File: src/rtl/core/mm_pkg.sv
// Shared types, constants and helpers for the matrix multiply block.
// No dependencies; every other file but mm_ram refers to it by scoped names.
package mm_pkg;

	localparam int MAX_DIM    = 8;
	localparam int DATA_WIDTH = 16;
	localparam int DIM_W      = $clog2(MAX_DIM);
	localparam int CNT_W      = $clog2(MAX_DIM + 1);
	localparam int ADDR_W     = 2 * DIM_W;
	localparam int DEPTH      = MAX_DIM * MAX_DIM;
	localparam int CFG_W      = 4;
	localparam int ACC_W      = 48;
	localparam int PROD_W     = 2 * DATA_WIDTH;
	localparam int RES_W      = 32;
	localparam int QDEPTH     = 4;
	localparam int QPTR_W     = $clog2(QDEPTH);

	// Port widths
	localparam int IDX_W      = 3;
	localparam int VAL_W      = 16;
	localparam int MODE_W     = 2;
	localparam int REG_IDX_W  = 2;
	localparam int IN_DATA_W  = 24;
	localparam int OUT_DATA_W = 40;

	// Mode codes, also the queue command kinds
	localparam logic [MODE_W-1:0] MODE_LOAD_A = 2'd0;
	localparam logic [MODE_W-1:0] MODE_LOAD_B = 2'd1;
	localparam logic [MODE_W-1:0] MODE_RUN    = 2'd2;

	// Configuration register indexes
	localparam logic [REG_IDX_W-1:0] REG_ROWS_M  = 2'd0;
	localparam logic [REG_IDX_W-1:0] REG_INNER_K = 2'd1;
	localparam logic [REG_IDX_W-1:0] REG_COLS_N  = 2'd2;

	localparam logic [CFG_W-1:0] CFG_RESET = 4'd8;

	localparam logic signed [ACC_W-1:0] SAT_MAX = ACC_W'(64'sd2147483647);
	localparam logic signed [ACC_W-1:0] SAT_MIN = -ACC_W'(64'sd2147483648);

	typedef struct packed {
		logic [MODE_W-1:0]     kind;
		logic [ADDR_W-1:0]     addr;
		logic [DATA_WIDTH-1:0] value;
	} q_entry_t;

	typedef struct packed {
		logic [CNT_W-1:0] m;
		logic [CNT_W-1:0] k;
		logic [CNT_W-1:0] n;
	} dims_t;

	typedef struct packed {
		logic             first;
		logic             elast;
		logic             rlast;
		logic [DIM_W-1:0] i;
		logic [DIM_W-1:0] j;
	} tag_t;

	// Zero acts as one, anything above the maximum acts as the maximum
	function automatic logic [CNT_W-1:0] dim_eff(input logic [CFG_W-1:0] r);
		logic [CNT_W-1:0] d;
		if (r == '0) begin
			d = CNT_W'(1);
		end else if (r > CFG_W'(MAX_DIM)) begin
			d = CNT_W'(MAX_DIM);
		end else begin
			d = CNT_W'(r);
		end
		return d;
	endfunction

endpackage

File: src/rtl/core/matrix_multiply.sv
// Fixed-point matrix multiply C = A x B, Q8.8 operands, Q16.16 saturated results.
// Flow: a load word is written to its store when it reaches the queue head while the
// back end is idle; a run's products pass the store read, multiply and output registers.
// Rates: one load word per cycle while the queue has room; a run forms its products one
// at a time, set by the single shared multiply-accumulate pipeline and one read port per store.
// Reset: size registers return to 8, queue and pipeline empty; stores undefined until written.
module matrix_multiply (
	input  logic                            clk,
	input  logic                            arst_n,
	// configuration write port
	input  logic                            cfg_we,
	input  logic [mm_pkg::REG_IDX_W-1:0]    cfg_index,
	input  logic [mm_pkg::CFG_W-1:0]        cfg_data,
	// input words
	input  logic                            s_tvalid,
	output logic                            s_tready,
	input  logic [mm_pkg::IN_DATA_W-1:0]    s_tdata,  // row[2:0], col[5:3], value[21:6], zero
	input  logic [mm_pkg::MODE_W-1:0]       s_tuser,  // mode[1:0]
	// result words
	output logic                            m_tvalid,
	input  logic                            m_tready,
	output logic [mm_pkg::OUT_DATA_W-1:0]   m_tdata,  // out_row[2:0], out_col[5:3],
	                                                   // product[37:6], zero
	output logic                            m_tlast   // last
);

	logic                     push, pop, q_empty, q_full;
	mm_pkg::q_entry_t         push_entry, head;
	mm_pkg::dims_t            dims;
	logic [mm_pkg::DIM_W-1:0] res_row, res_col;
	logic [mm_pkg::RES_W-1:0] res_product;

	// Accept a word whenever the queue has room; dropped words never enter it.
	assign s_tready = !q_full;

	// Front: hold the sizes, classify each word, drop what falls outside the matrices.
	mm_front u_front (
		.clk       (clk),
		.arst_n    (arst_n),
		.cfg_we    (cfg_we),
		.cfg_index (cfg_index),
		.cfg_data  (cfg_data),
		.in_valid  (s_tvalid),
		.in_ready  (s_tready),
		.in_mode   (s_tuser),
		.in_row    (s_tdata[2:0]),
		.in_col    (s_tdata[5:3]),
		.in_value  (s_tdata[21:6]),
		.push      (push),
		.entry     (push_entry),
		.dims      (dims)
	);

	// Queue: lets the front keep taking loads while a run drains results.
	mm_queue u_queue (
		.clk        (clk),
		.arst_n     (arst_n),
		.push       (push),
		.push_entry (push_entry),
		.pop        (pop),
		.head       (head),
		.empty      (q_empty),
		.full       (q_full)
	);

	// Back: write the stores, or sequence a run through the multiply-accumulate pipe.
	mm_back u_back (
		.clk         (clk),
		.arst_n      (arst_n),
		.dims        (dims),
		.head        (head),
		.empty       (q_empty),
		.pop         (pop),
		.out_valid   (m_tvalid),
		.out_ready   (m_tready),
		.out_row     (res_row),
		.out_col     (res_col),
		.out_product (res_product),
		.out_last    (m_tlast)
	);

	// Pack the result word, lowest field first, pad to whole bytes.
	assign m_tdata = {2'b00, res_product, res_col, res_row};

endmodule

File: src/rtl/core/mm_ram.sv
// Generic single-write, single-read RAM with registered read data.
// No dependencies.
module mm_ram #(
	parameter int WIDTH = 16,
	parameter int DEPTH = 64
) (
	input  logic                     clk,
	input  logic                     we,
	input  logic [$clog2(DEPTH)-1:0] waddr,
	input  logic [WIDTH-1:0]         wdata,
	input  logic                     re,
	input  logic [$clog2(DEPTH)-1:0] raddr,
	output logic [WIDTH-1:0]         rdata
);

	logic [WIDTH-1:0] mem_q [DEPTH];

	always_ff @(posedge clk) begin
		if (we) begin
			mem_q[waddr] <= wdata;
		end
		// hold read data while the reader stalls
		if (re) begin
			rdata <= mem_q[raddr];
		end
	end

endmodule

File: src/rtl/core/mm_front.sv
// Front end: size registers, input word classification and queue entry build.
// Depends on mm_pkg.
module mm_front (
	input  logic                              clk,
	input  logic                              arst_n,
	input  logic                              cfg_we,
	input  logic [mm_pkg::REG_IDX_W-1:0]      cfg_index,
	input  logic [mm_pkg::CFG_W-1:0]          cfg_data,
	input  logic                              in_valid,
	input  logic                              in_ready,
	input  logic [mm_pkg::MODE_W-1:0]         in_mode,
	input  logic [mm_pkg::IDX_W-1:0]          in_row,
	input  logic [mm_pkg::IDX_W-1:0]          in_col,
	input  logic [mm_pkg::VAL_W-1:0]          in_value,
	output logic                              push,
	output mm_pkg::q_entry_t                  entry,
	output mm_pkg::dims_t                     dims
);

	logic [mm_pkg::CFG_W-1:0] rows_m_q, inner_k_q, cols_n_q;
	logic [mm_pkg::CNT_W-1:0] row_w, col_w;
	logic                     keep;

	always_ff @(posedge clk or negedge arst_n) begin
		if (!arst_n) begin
			rows_m_q  <= mm_pkg::CFG_RESET;
			inner_k_q <= mm_pkg::CFG_RESET;
			cols_n_q  <= mm_pkg::CFG_RESET;
		end else if (cfg_we) begin
			case (cfg_index)
				mm_pkg::REG_ROWS_M:  rows_m_q  <= cfg_data;
				mm_pkg::REG_INNER_K: inner_k_q <= cfg_data;
				mm_pkg::REG_COLS_N:  cols_n_q  <= cfg_data;
				default: ;
			endcase
		end
	end

	assign dims.m = mm_pkg::dim_eff(rows_m_q);
	assign dims.k = mm_pkg::dim_eff(inner_k_q);
	assign dims.n = mm_pkg::dim_eff(cols_n_q);

	assign row_w = mm_pkg::CNT_W'(in_row);
	assign col_w = mm_pkg::CNT_W'(in_col);

	// drop loads outside the configured size and the unused mode
	always_comb begin
		case (in_mode)
			mm_pkg::MODE_LOAD_A: keep = (row_w < dims.m) && (col_w < dims.k);
			mm_pkg::MODE_LOAD_B: keep = (row_w < dims.k) && (col_w < dims.n);
			mm_pkg::MODE_RUN:    keep = 1'b1;
			default:             keep = 1'b0;
		endcase
	end

	assign push        = in_valid && in_ready && keep;
	assign entry.kind  = in_mode;
	assign entry.addr  = {in_row[mm_pkg::DIM_W-1:0], in_col[mm_pkg::DIM_W-1:0]};
	assign entry.value = mm_pkg::DATA_WIDTH'(in_value);

endmodule

File: src/rtl/core/mm_queue.sv
// Short command queue between the front end and the execution back end.
// Depends on mm_pkg.
module mm_queue (
	input  logic              clk,
	input  logic              arst_n,
	input  logic              push,
	input  mm_pkg::q_entry_t  push_entry,
	input  logic              pop,
	output mm_pkg::q_entry_t  head,
	output logic              empty,
	output logic              full
);

	mm_pkg::q_entry_t          slot_q [mm_pkg::QDEPTH];
	logic [mm_pkg::QPTR_W-1:0] wr_ptr_q, rd_ptr_q;
	logic [mm_pkg::QPTR_W:0]   count_q;

	assign empty = (count_q == '0);
	assign full  = (count_q == (mm_pkg::QPTR_W+1)'(mm_pkg::QDEPTH));
	assign head  = slot_q[rd_ptr_q];

	always_ff @(posedge clk) begin
		if (push) begin
			slot_q[wr_ptr_q] <= push_entry;
		end
	end

	always_ff @(posedge clk or negedge arst_n) begin
		if (!arst_n) begin
			wr_ptr_q <= '0;
			rd_ptr_q <= '0;
			count_q  <= '0;
		end else begin
			if (push) begin
				wr_ptr_q <= wr_ptr_q + 1'b1;
			end
			if (pop) begin
				rd_ptr_q <= rd_ptr_q + 1'b1;
			end
			case ({push, pop})
				2'b10:   count_q <= count_q + 1'b1;
				2'b01:   count_q <= count_q - 1'b1;
				default: count_q <= count_q;
			endcase
		end
	end

endmodule

File: src/rtl/core/mm_back.sv
// Back end: operand stores, element sequencer, multiply-accumulate pipeline,
// saturation and output register. Depends on mm_pkg and mm_ram.
module mm_back (
	input  logic                           clk,
	input  logic                           arst_n,
	input  mm_pkg::dims_t                  dims,
	input  mm_pkg::q_entry_t               head,
	input  logic                           empty,
	output logic                           pop,
	output logic                           out_valid,
	input  logic                           out_ready,
	output logic [mm_pkg::DIM_W-1:0]       out_row,
	output logic [mm_pkg::DIM_W-1:0]       out_col,
	output logic [mm_pkg::RES_W-1:0]       out_product,
	output logic                           out_last
);

	localparam logic ST_IDLE = 1'b0;
	localparam logic ST_RUN  = 1'b1;

	logic                        state_q;
	logic [mm_pkg::DIM_W-1:0]    i_q, j_q, p_q;
	logic                        adv;
	logic                        p_end, j_end, i_end;
	logic                        we_a, we_b;
	logic [mm_pkg::DATA_WIDTH-1:0] a_rd, b_rd;

	logic                        valid_s1, valid_s2;
	mm_pkg::tag_t                tag_s1, tag_s2;
	logic signed [mm_pkg::PROD_W-1:0] prod_s2;
	logic signed [mm_pkg::ACC_W-1:0]  acc_q, acc_sum;
	logic signed [mm_pkg::ACC_W-1:0]  acc_base;
	logic [mm_pkg::RES_W-1:0]    sat;
	logic                        out_valid_q;

	// whole pipeline stalls only while a finished element waits to leave
	assign adv = !out_valid_q || out_ready;

	assign pop  = (state_q == ST_IDLE) && !empty;
	assign we_a = pop && (head.kind == mm_pkg::MODE_LOAD_A);
	assign we_b = pop && (head.kind == mm_pkg::MODE_LOAD_B);

	assign p_end = (mm_pkg::CNT_W'(p_q) + mm_pkg::CNT_W'(1)) == dims.k;
	assign j_end = (mm_pkg::CNT_W'(j_q) + mm_pkg::CNT_W'(1)) == dims.n;
	assign i_end = (mm_pkg::CNT_W'(i_q) + mm_pkg::CNT_W'(1)) == dims.m;

	mm_ram #(.WIDTH(mm_pkg::DATA_WIDTH), .DEPTH(mm_pkg::DEPTH)) u_store_a (
		.clk   (clk),
		.we    (we_a),
		.waddr (head.addr),
		.wdata (head.value),
		.re    (adv),
		.raddr ({i_q, p_q}),
		.rdata (a_rd)
	);

	mm_ram #(.WIDTH(mm_pkg::DATA_WIDTH), .DEPTH(mm_pkg::DEPTH)) u_store_b (
		.clk   (clk),
		.we    (we_b),
		.waddr (head.addr),
		.wdata (head.value),
		.re    (adv),
		.raddr ({p_q, j_q}),
		.rdata (b_rd)
	);

	// sequencer: p innermost, then j, then i
	always_ff @(posedge clk or negedge arst_n) begin
		if (!arst_n) begin
			state_q <= ST_IDLE;
			i_q     <= '0;
			j_q     <= '0;
			p_q     <= '0;
		end else begin
			case (state_q)
				ST_IDLE: begin
					if (pop && head.kind == mm_pkg::MODE_RUN) begin
						state_q <= ST_RUN;
						i_q     <= '0;
						j_q     <= '0;
						p_q     <= '0;
					end
				end
				ST_RUN: begin
					if (adv) begin
						if (!p_end) begin
							p_q <= p_q + 1'b1;
						end else begin
							p_q <= '0;
							if (!j_end) begin
								j_q <= j_q + 1'b1;
							end else begin
								j_q <= '0;
								if (i_end) begin
									state_q <= ST_IDLE;
								end else begin
									i_q <= i_q + 1'b1;
								end
							end
						end
					end
				end
				default: state_q <= ST_IDLE;
			endcase
		end
	end

	always_ff @(posedge clk or negedge arst_n) begin
		if (!arst_n) begin
			valid_s1 <= 1'b0;
			valid_s2 <= 1'b0;
		end else if (adv) begin
			valid_s1 <= (state_q == ST_RUN);
			valid_s2 <= valid_s1;
		end
	end

	always_ff @(posedge clk) begin
		if (adv) begin
			tag_s1.first <= (p_q == '0);
			tag_s1.elast <= p_end;
			tag_s1.rlast <= p_end && j_end && i_end;
			tag_s1.i     <= i_q;
			tag_s1.j     <= j_q;
			tag_s2       <= tag_s1;
			prod_s2      <= $signed(a_rd) * $signed(b_rd);
		end
	end

	assign acc_base = tag_s2.first ? '0 : acc_q;
	assign acc_sum  = acc_base + mm_pkg::ACC_W'(prod_s2);

	always_comb begin
		if (acc_sum > mm_pkg::SAT_MAX) begin
			sat = mm_pkg::RES_W'(mm_pkg::SAT_MAX);
		end else if (acc_sum < mm_pkg::SAT_MIN) begin
			sat = mm_pkg::RES_W'(mm_pkg::SAT_MIN);
		end else begin
			sat = acc_sum[mm_pkg::RES_W-1:0];
		end
	end

	always_ff @(posedge clk) begin
		if (adv && valid_s2) begin
			acc_q <= acc_sum;
			if (tag_s2.elast) begin
				out_row     <= tag_s2.i;
				out_col     <= tag_s2.j;
				out_product <= sat;
				out_last    <= tag_s2.rlast;
			end
		end
	end

	always_ff @(posedge clk or negedge arst_n) begin
		if (!arst_n) begin
			out_valid_q <= 1'b0;
		end else if (adv) begin
			out_valid_q <= valid_s2 && tag_s2.elast;
		end
	end

	assign out_valid = out_valid_q;

endmodule
File: config.mk
export PLATFORM = sky130hd
export DESIGN_NAME = matrix_multiply
export DESIGN_NICKNAME = d
export VERILOG_FILES = /design/src/rtl/core/mm_pkg.sv /design/src/rtl/core/matrix_multiply.sv /design/src/rtl/core/mm_ram.sv /design/src/rtl/core/mm_front.sv /design/src/rtl/core/mm_queue.sv /design/src/rtl/core/mm_back.sv
export SDC_FILE = /design/constraint.sdc
export NUM_CORES = 2
export LEC_CHECK = 0
export CAP_MARGIN = 25
export CORE_MARGIN = 1
export CORE_UTILIZATION = 55
export DETAILED_ROUTE_END_ITERATION = 6
export DONT_BUFFER_PORTS = 1
export HOLD_SLACK_MARGIN = 0.08
export MAX_ROUTING_LAYER = met4
export PLACE_DENSITY = 0.83
export SYNTH_ARGS = -nofsm -noshare
export SYNTH_HDL_FRONTEND = slang
export SYNTH_SLANG_ARGS = --single-unit
File: constraint.sdc
create_clock -name clk -period 6.13 [get_ports clk]
set_clock_uncertainty 0.2 [all_clocks]
set_input_delay 0.3065 -clock clk [delete_from_list [all_inputs] [get_ports clk]]
set_output_delay 0.3065 -clock clk [all_outputs]
set_load 0.005 [all_outputs]
=== Word-level counts from Yosys, hierarchy flattened ===
Memory sizes are Yosys's and may differ from the RTL's. A register that Yosys moved wholly into a read port is not among the register bits.
Index checks and enable logic that the tools add are counted.
Widths: inputs -> output; s select.

* Register bits: 169
* Bits in writable memories: 2144
* Input bits: 37
* Output and inout bits: 43
* Memories: 3

* $add $sub $neg: 11
* Multiply operators: 1
* Order comparisons: 9
* Equality and inequality tests: 17
* Mux-type cells: 35
* Bitwise logic cells: 1
* Reductions and logical operators: 32

{| class="wikitable"
|+ Memory list
! name !! words !! bits a word !! rd ports !! clocked after Yosys merged registers in !! wr ports !! RTL line !! text
|-
| u_back.u_store_a.mem_q || 64 || 16 || 1 || 1 || 1 || mm_ram.sv:16 || <nowiki>logic [WIDTH-1:0] mem_q [DEPTH];</nowiki>
|-
| u_back.u_store_b.mem_q || 64 || 16 || 1 || 1 || 1 || mm_ram.sv:16 ||
|-
| u_queue.slot_q || 4 || 24 || 1 || 0 || 1 || mm_queue.sv:14 || <nowiki>mm_pkg::q_entry_t slot_q [mm_pkg::QDEPTH];</nowiki>
|}

{| class="wikitable"
|+ Operators with widths
! kind !! count
|-
| $add 48x32->48 || 1
|-
| $gt 48x32->1 const B || 1
|-
| $lt 48x32->1 const B || 1
|-
| $mux 48 || 1
|-
| $mul 16x16->32 || 1
|-
| $mux 32 || 1
|-
| $mux 3 || 10
|-
| $mux 4 || 6
|-
| $pmux 3 s2 || 4
|-
| $lt 3x4->1 || 4
|-
| $add 3x1->3 const B || 4
|-
| $add 3x1->4 const B || 3
|-
| $eq 4x4->1 || 3
|-
| $gt 4x4->1 const B || 3
|-
| $logic_and 1x1->1 || 12
|-
| $logic_not 4->1 || 3
|-
| $mux 1 || 11
|-
| $ne 2x2->1 const B || 5
|-
| $reduce_and 2->1 || 5
|-
| $eq 2x1->1 const B || 4
|-
| $eq 2x2->1 const B || 4
|-
| $logic_not 2->1 || 3
|-
| $logic_not 3->1 || 2
|-
| $reduce_and 5->1 || 1
|-
| other kinds (10) || 13
|}

=== Longest topological paths before layout ===
* Depth in word-level cells: 9
* Depth in mapped cells: 25

=== Hierarchy ===
A second synthesis with hierarchy kept.

* Cells, all modules: 5887
* Area total of the unflattened synthesis: 104365.1 µm²

{| class="wikitable"
|+ Modules (own cells, without submodules)
! module !! instances !! cells each !! area an instance (µm²) !! seq. area each (µm²)
|-
| mm_ram || 2 || 1829 || 40202.3 || 31230.0
|-
| mm_back || 1 || 1958 || 18995.7 || 4439.3
|-
| mm_queue || 1 || 163 || 3906.2 || 3057.9
|-
| mm_front || 1 || 104 || 1036.0 || 304.0
|-
| matrix_multiply || 1 || 4 || 22.5 || 0.0
|}

=== Worst setup path after synthesis ===
OpenSTA, ideal clock, no wires.

* Path kind: flip-flop to flip-flop
* Start point: reg u_back.u_store_a.rdata[10], read port of u_back.u_store_a.mem_q
* End point: reg u_back.prod_s2[30] (netlist name) (data pin)
* Arrival: 6.208 ns
* Data required time: 5.672 ns
* Slack: -0.536 ns
* Cell stages (with the launch flop): 22
* Cells stage by stage: edfxtp_1 -> clkbuf_1 -> nand2_1 -> fa_1 -> fa_1 -> fa_1 -> fa_1 -> inv_1 -> fa_1 -> fa_1 -> ha_1 -> a21o_1 -> a21o_1 -> a21oi_1 -> o21ai_0 -> o311ai_0 -> a41oi_1 -> a221o_1 -> nor3_1 -> o21bai_1 -> a21oi_1 -> xnor2_1

* Longest elaborated chain between the ends: 1

{| class="wikitable"
|+ RTL lines
! what !! RTL line !! text
|-
| from (decl) || mm_ram.sv:13 || <nowiki>output logic [WIDTH-1:0] rdata</nowiki>
|-
| $mul 16x16->32 || mm_back.sv:126 || <nowiki>prod_s2 <= $signed(a_rd) * $signed(b_rd);</nowiki>
|-
| to (signal assigned) || mm_back.sv:126 ||
|-
| to (decl) || mm_back.sv:30 || <nowiki>logic signed [mm_pkg::PROD_W-1:0] prod_s2;</nowiki>
|}

No other way between the ends.
A chain may end at the register's enable or synchronous reset.

=== Worst setup path in the final report ===
* Start point: reg u_back.u_store_a.rdata[5], read port of u_back.u_store_a.mem_q
* End point: reg u_back.prod_s2[30] (netlist name) (data pin)

Same word-level chain as after synthesis.

==> metrics.txt <==
total area of multi-input combinational cells 30,400 sq um; amount of wire on met3 after detailed routing 29,200 um; crit end category flop; final core occ 62.5%; clk root buf sky130_fd_sc_hd__clkbuf_16; total number of clock tree sinks 2,345; Die Footprint 188,000 sq um; filler instances 12,200; via count of the first global-routing pass 57,500; hpwl dp 154,000 um; Critical path origin u_back.u_store_a.rdata[5]$_DFFE_PN_; max-capacitance violation count 0; fraction of synthesis flops using an asynchronous set or reset pin 1.36%; endpoint of the worst-slack reg-to-reg timing path u_back.prod_s2[30]$_DFFE_PN_; TritonCTS clock tree yes; Critical Path Sink u_back.prod_s2[30]$_DFFE_PN_; cell type with the highest aggregate area in the netlist sky130_fd_sc_hd__edfxtp_1; portion of the clock cycle consumed by the worst path in the final layout 106%; DRC errors left 0; average wire per cell in the routed design 30.8 um; number of vias in the routed layout 57,800; commonest register cell after synthesis sky130_fd_sc_hd__edfxtp_1; placeable core area 185,000 sq um; average size of a mapped cell 17.7 sq um; H-tree levels 4; Register-to-Register Setup Slack -390 ps; Tightest Hold Check Type reg2reg; final wirelength 271,000 um; FF-to-FF path depth 22; Top Layer Used met4; routed wl met2 132,000 um; CP max FO 3; final critical-path setup slack -392 ps; summed area of non-filler cells in the final layout 116,000 sq um; number of enable flip-flop cells after synthesis 2,313; DRT met1 WL 93,700 um; pin slew with the least headroom to its limit 1160 ps; Data arrival, critical path 6920 ps; effective utilization at floorplan 55.4%; Total Nets Final 6,593; clock tree buffer depth 3; number of placed I/O pins 80; max_slew headroom 22.8%; number of standard cells in the layout, taps in and fillers out 8,816; post-DR vias/cell 6.56; gpl congestion 0.885; Chip Width 434 um; first-pass GRT wire length 386,000 um; Cells after DPL 8,301; setup repair after global routing missed its margin true; result of the run finished, violations left; portion of synthesized cell area occupied by the leading cell type 67.7%; layout cell share with drive strength beyond 1 19.2%; Critical Path Source Type flop; growth of design area from synthesis to finish 12.9%; flip-flop and latch count after synthesis 2,345; register area 70,300 sq um; top cells by area in the synthesized netlist sky130_fd_sc_hd__edfxtp_1 68%, sky130_fd_sc_hd__mux4_2 9.0%, sky130_fd_sc_hd__fa_1 5.1%; Period minus WS final 6520 ps; Port Buf Inserts 0; synthesized netlist cell count 5,804; synthesis warning total 0; number of iterations in the first detailed-routing pass 6; area of the mapped netlist 103,000 sq um; violated checks setup timing; Inserted Clock Buffers 218; endpoints failing setup 10; largest net degree at the start of global routing 132; CP Class reg2reg; distinct cell type count after synthesis 86; initial antenna violation count 19; Worst R2R Start u_back.u_store_a.rdata[5]$_DFFE_PN_; GRT Util Overall 29.1%; placed instance area 107,000 sq um; remaining antenna violation count 0; pins over their slew limit 0; Clock transition at path regs 70 ps; share of synthesized area occupied by flip-flops and latches 68.5%; drt first-iter violations 8,389; total congestion overflow after global routing 0; height of the chip 434 um; FP Rows 158; endpoint required time on the critical path 6530 ps; final hold violations 0; maximum achievable frequency 0.153 GHz; clock insertion delay at the later pin of the skew report 900 ps
[worst min path at each step]
stage	startpoint	to	slack [ps]	cells past startpoint
after floorplan	arst_n	u_back.i_q[0]$_DFFE_PN0P_	-190	0
after global placement	arst_n	u_queue.wr_ptr_q[0]$_DFFE_PN0P_	-190	0
after detailed placement	arst_n	u_queue.wr_ptr_q[1]$_DFFE_PN0P_	-190	0
after CTS	s_tdata[2]	u_queue.wr_ptr_q[0]$_DFFE_PN0P_	100	6
after global routing	u_back.tag_s2[6]$_DFFE_PN_	u_back.out_last$_DFFE_PP_	160	0
final	u_back.tag_s2[6]$_DFFE_PN_	u_back.out_last$_DFFE_PP_	160	0
[routing by layer]
metal | vias up | track usage [%]
met2 | 4485 | 45.8
met3 | 882 | 5.89
met4 | 0 | 14.7
met1 | 29200 | 36.2
met5 | - | -
li1 | 23300 | -
[stage by stage]
| stage | TNS [ps] | worst slack [ps] | hold slack, ps |
|---|---|---|---|
| after floorplan | -304 | -199 | -189 |
| after global placement | -2390 | -482 | -187 |
| after global routing | -4130 | -610 | 160 |
| final | -2150 | -392 | 156 |
| after CTS | -1530 | -300 | 104 |
| after detailed placement | -2840 | -470 | -188 |
[critical path, stage by stage, from the launching register on]
cell and delay (ps):
sky130_fd_sc_hd__edfxtp_1 480, sky130_fd_sc_hd__buf_6 170, sky130_fd_sc_hd__and2_4 130, sky130_fd_sc_hd__fa_1 470, sky130_fd_sc_hd__inv_1 50, sky130_fd_sc_hd__fa_1 490
sky130_fd_sc_hd__fa_1 430, sky130_fd_sc_hd__fa_1 510, sky130_fd_sc_hd__inv_2 40, sky130_fd_sc_hd__fa_1 510, sky130_fd_sc_hd__fa_1 450, sky130_fd_sc_hd__ha_4 260
sky130_fd_sc_hd__a21o_1 150, sky130_fd_sc_hd__a21o_1 170, sky130_fd_sc_hd__a21oi_2 170, sky130_fd_sc_hd__o21ai_2 110, sky130_fd_sc_hd__o311ai_4 260, sky130_fd_sc_hd__a41oi_2 220
sky130_fd_sc_hd__a221o_1 400, sky130_fd_sc_hd__nor3_2 180, sky130_fd_sc_hd__o21bai_1 100, sky130_fd_sc_hd__a21oi_1 170, sky130_fd_sc_hd__xnor2_1 90
[cell usage after synthesis (all sizes together), types with 4 or more instances]
library cell / n
a211oi: 12
a21o: 43
a21oi: 160
a31oi: 11
a41oi: 5
and2: 131
and3: 11
and4: 4
buf: 90
clkbuf: 198
dfrtp: 29
edfxtp: 2313
fa: 264
ha: 146
inv: 348
mux2: 13
mux2i: 388
mux4: 408
nand2: 305
nand2b: 35
nand3: 30
nand3b: 7
nand4: 10
nor2: 201
nor2b: 60
nor3: 18
nor3b: 6
nor4: 4
o211ai: 5
o21a: 12
o21ai: 83
o21bai: 10
o221ai: 194
o22ai: 98
o31ai: 8
or3: 6
xnor2: 56
xor2: 32
[flip-flops by register name, summed over array words and instances, names as in the netlist, 4 cells and up]
| register | flops |
|---|---|
| u_back.u_store_a.mem_q | 1024 |
| u_back.u_store_b.mem_q | 1024 |
| u_queue.slot_q | 96 |
| u_back.acc_q | 48 |
| u_back.out_product | 32 |
| u_back.prod_s2 | 32 |
| u_back.u_store_a.rdata | 16 |
| u_back.u_store_b.rdata | 16 |
| u_back.tag_s1 | 9 |
| u_back.tag_s2 | 9 |
| u_front.cols_n_q | 4 |
| u_front.inner_k_q | 4 |
| u_front.rows_m_q | 4 |
[area by class of cell]
class | count | share of cell area (%)
repair buffers | 409 | 3.17
multi-input cells | 2822 | 26.2
diodes | 14 | 0.0302
clock inverters | 133 | 1.29
flip-flops and latches | 2345 | 60.6
clock buffers | 263 | 4.87
well taps | 2480 | 2.68
inverters | 350 | 1.14
[repair_timing]
item                                   4_1_cts  5_1_grt
cloned                                       0        1
setup endpoints to repair                    9       13
hold buffers                                70        0
pin swaps                                   20       24
resized for setup                           26       30
buffers inserted                            13        8
endpoints found under the hold margin      211        0
[cells in the final DEF, fill, tap and decap left out, drive strengths merged, types with 60 or more instances in the layout]
cell	count
dlygate4sd3	68
fa	264
o21ai	83
mux2i	388
clkinv	102
a21oi	160
nand2	305
ha	146
inv	352
buf	341
nor2	201
clkbuf	263
and2	131
o221ai	194
o22ai	98
mux4	408
edfxtp	2313
nor2b	60
[kinds of logic after synthesis]
logic type / after synthesis / synth area share (%)
AO/OA/AOI/OAI: 678 / 4.72
XOR/XNOR: 88 / 0.751
adder cells (fa/ha/maj): 410 / 6.93
buffers and inverters: 638 / 2.40
flip-flops: 2345 / 68.5
multiplexers: 809 / 12.9
other: 1 / 0.00365
AND/OR/NAND/NOR: 835 / 3.87
Power is left out: the tool's default activity adds up to more than one toggle a clock period on the data nets, which glitch-free logic cannot reach.
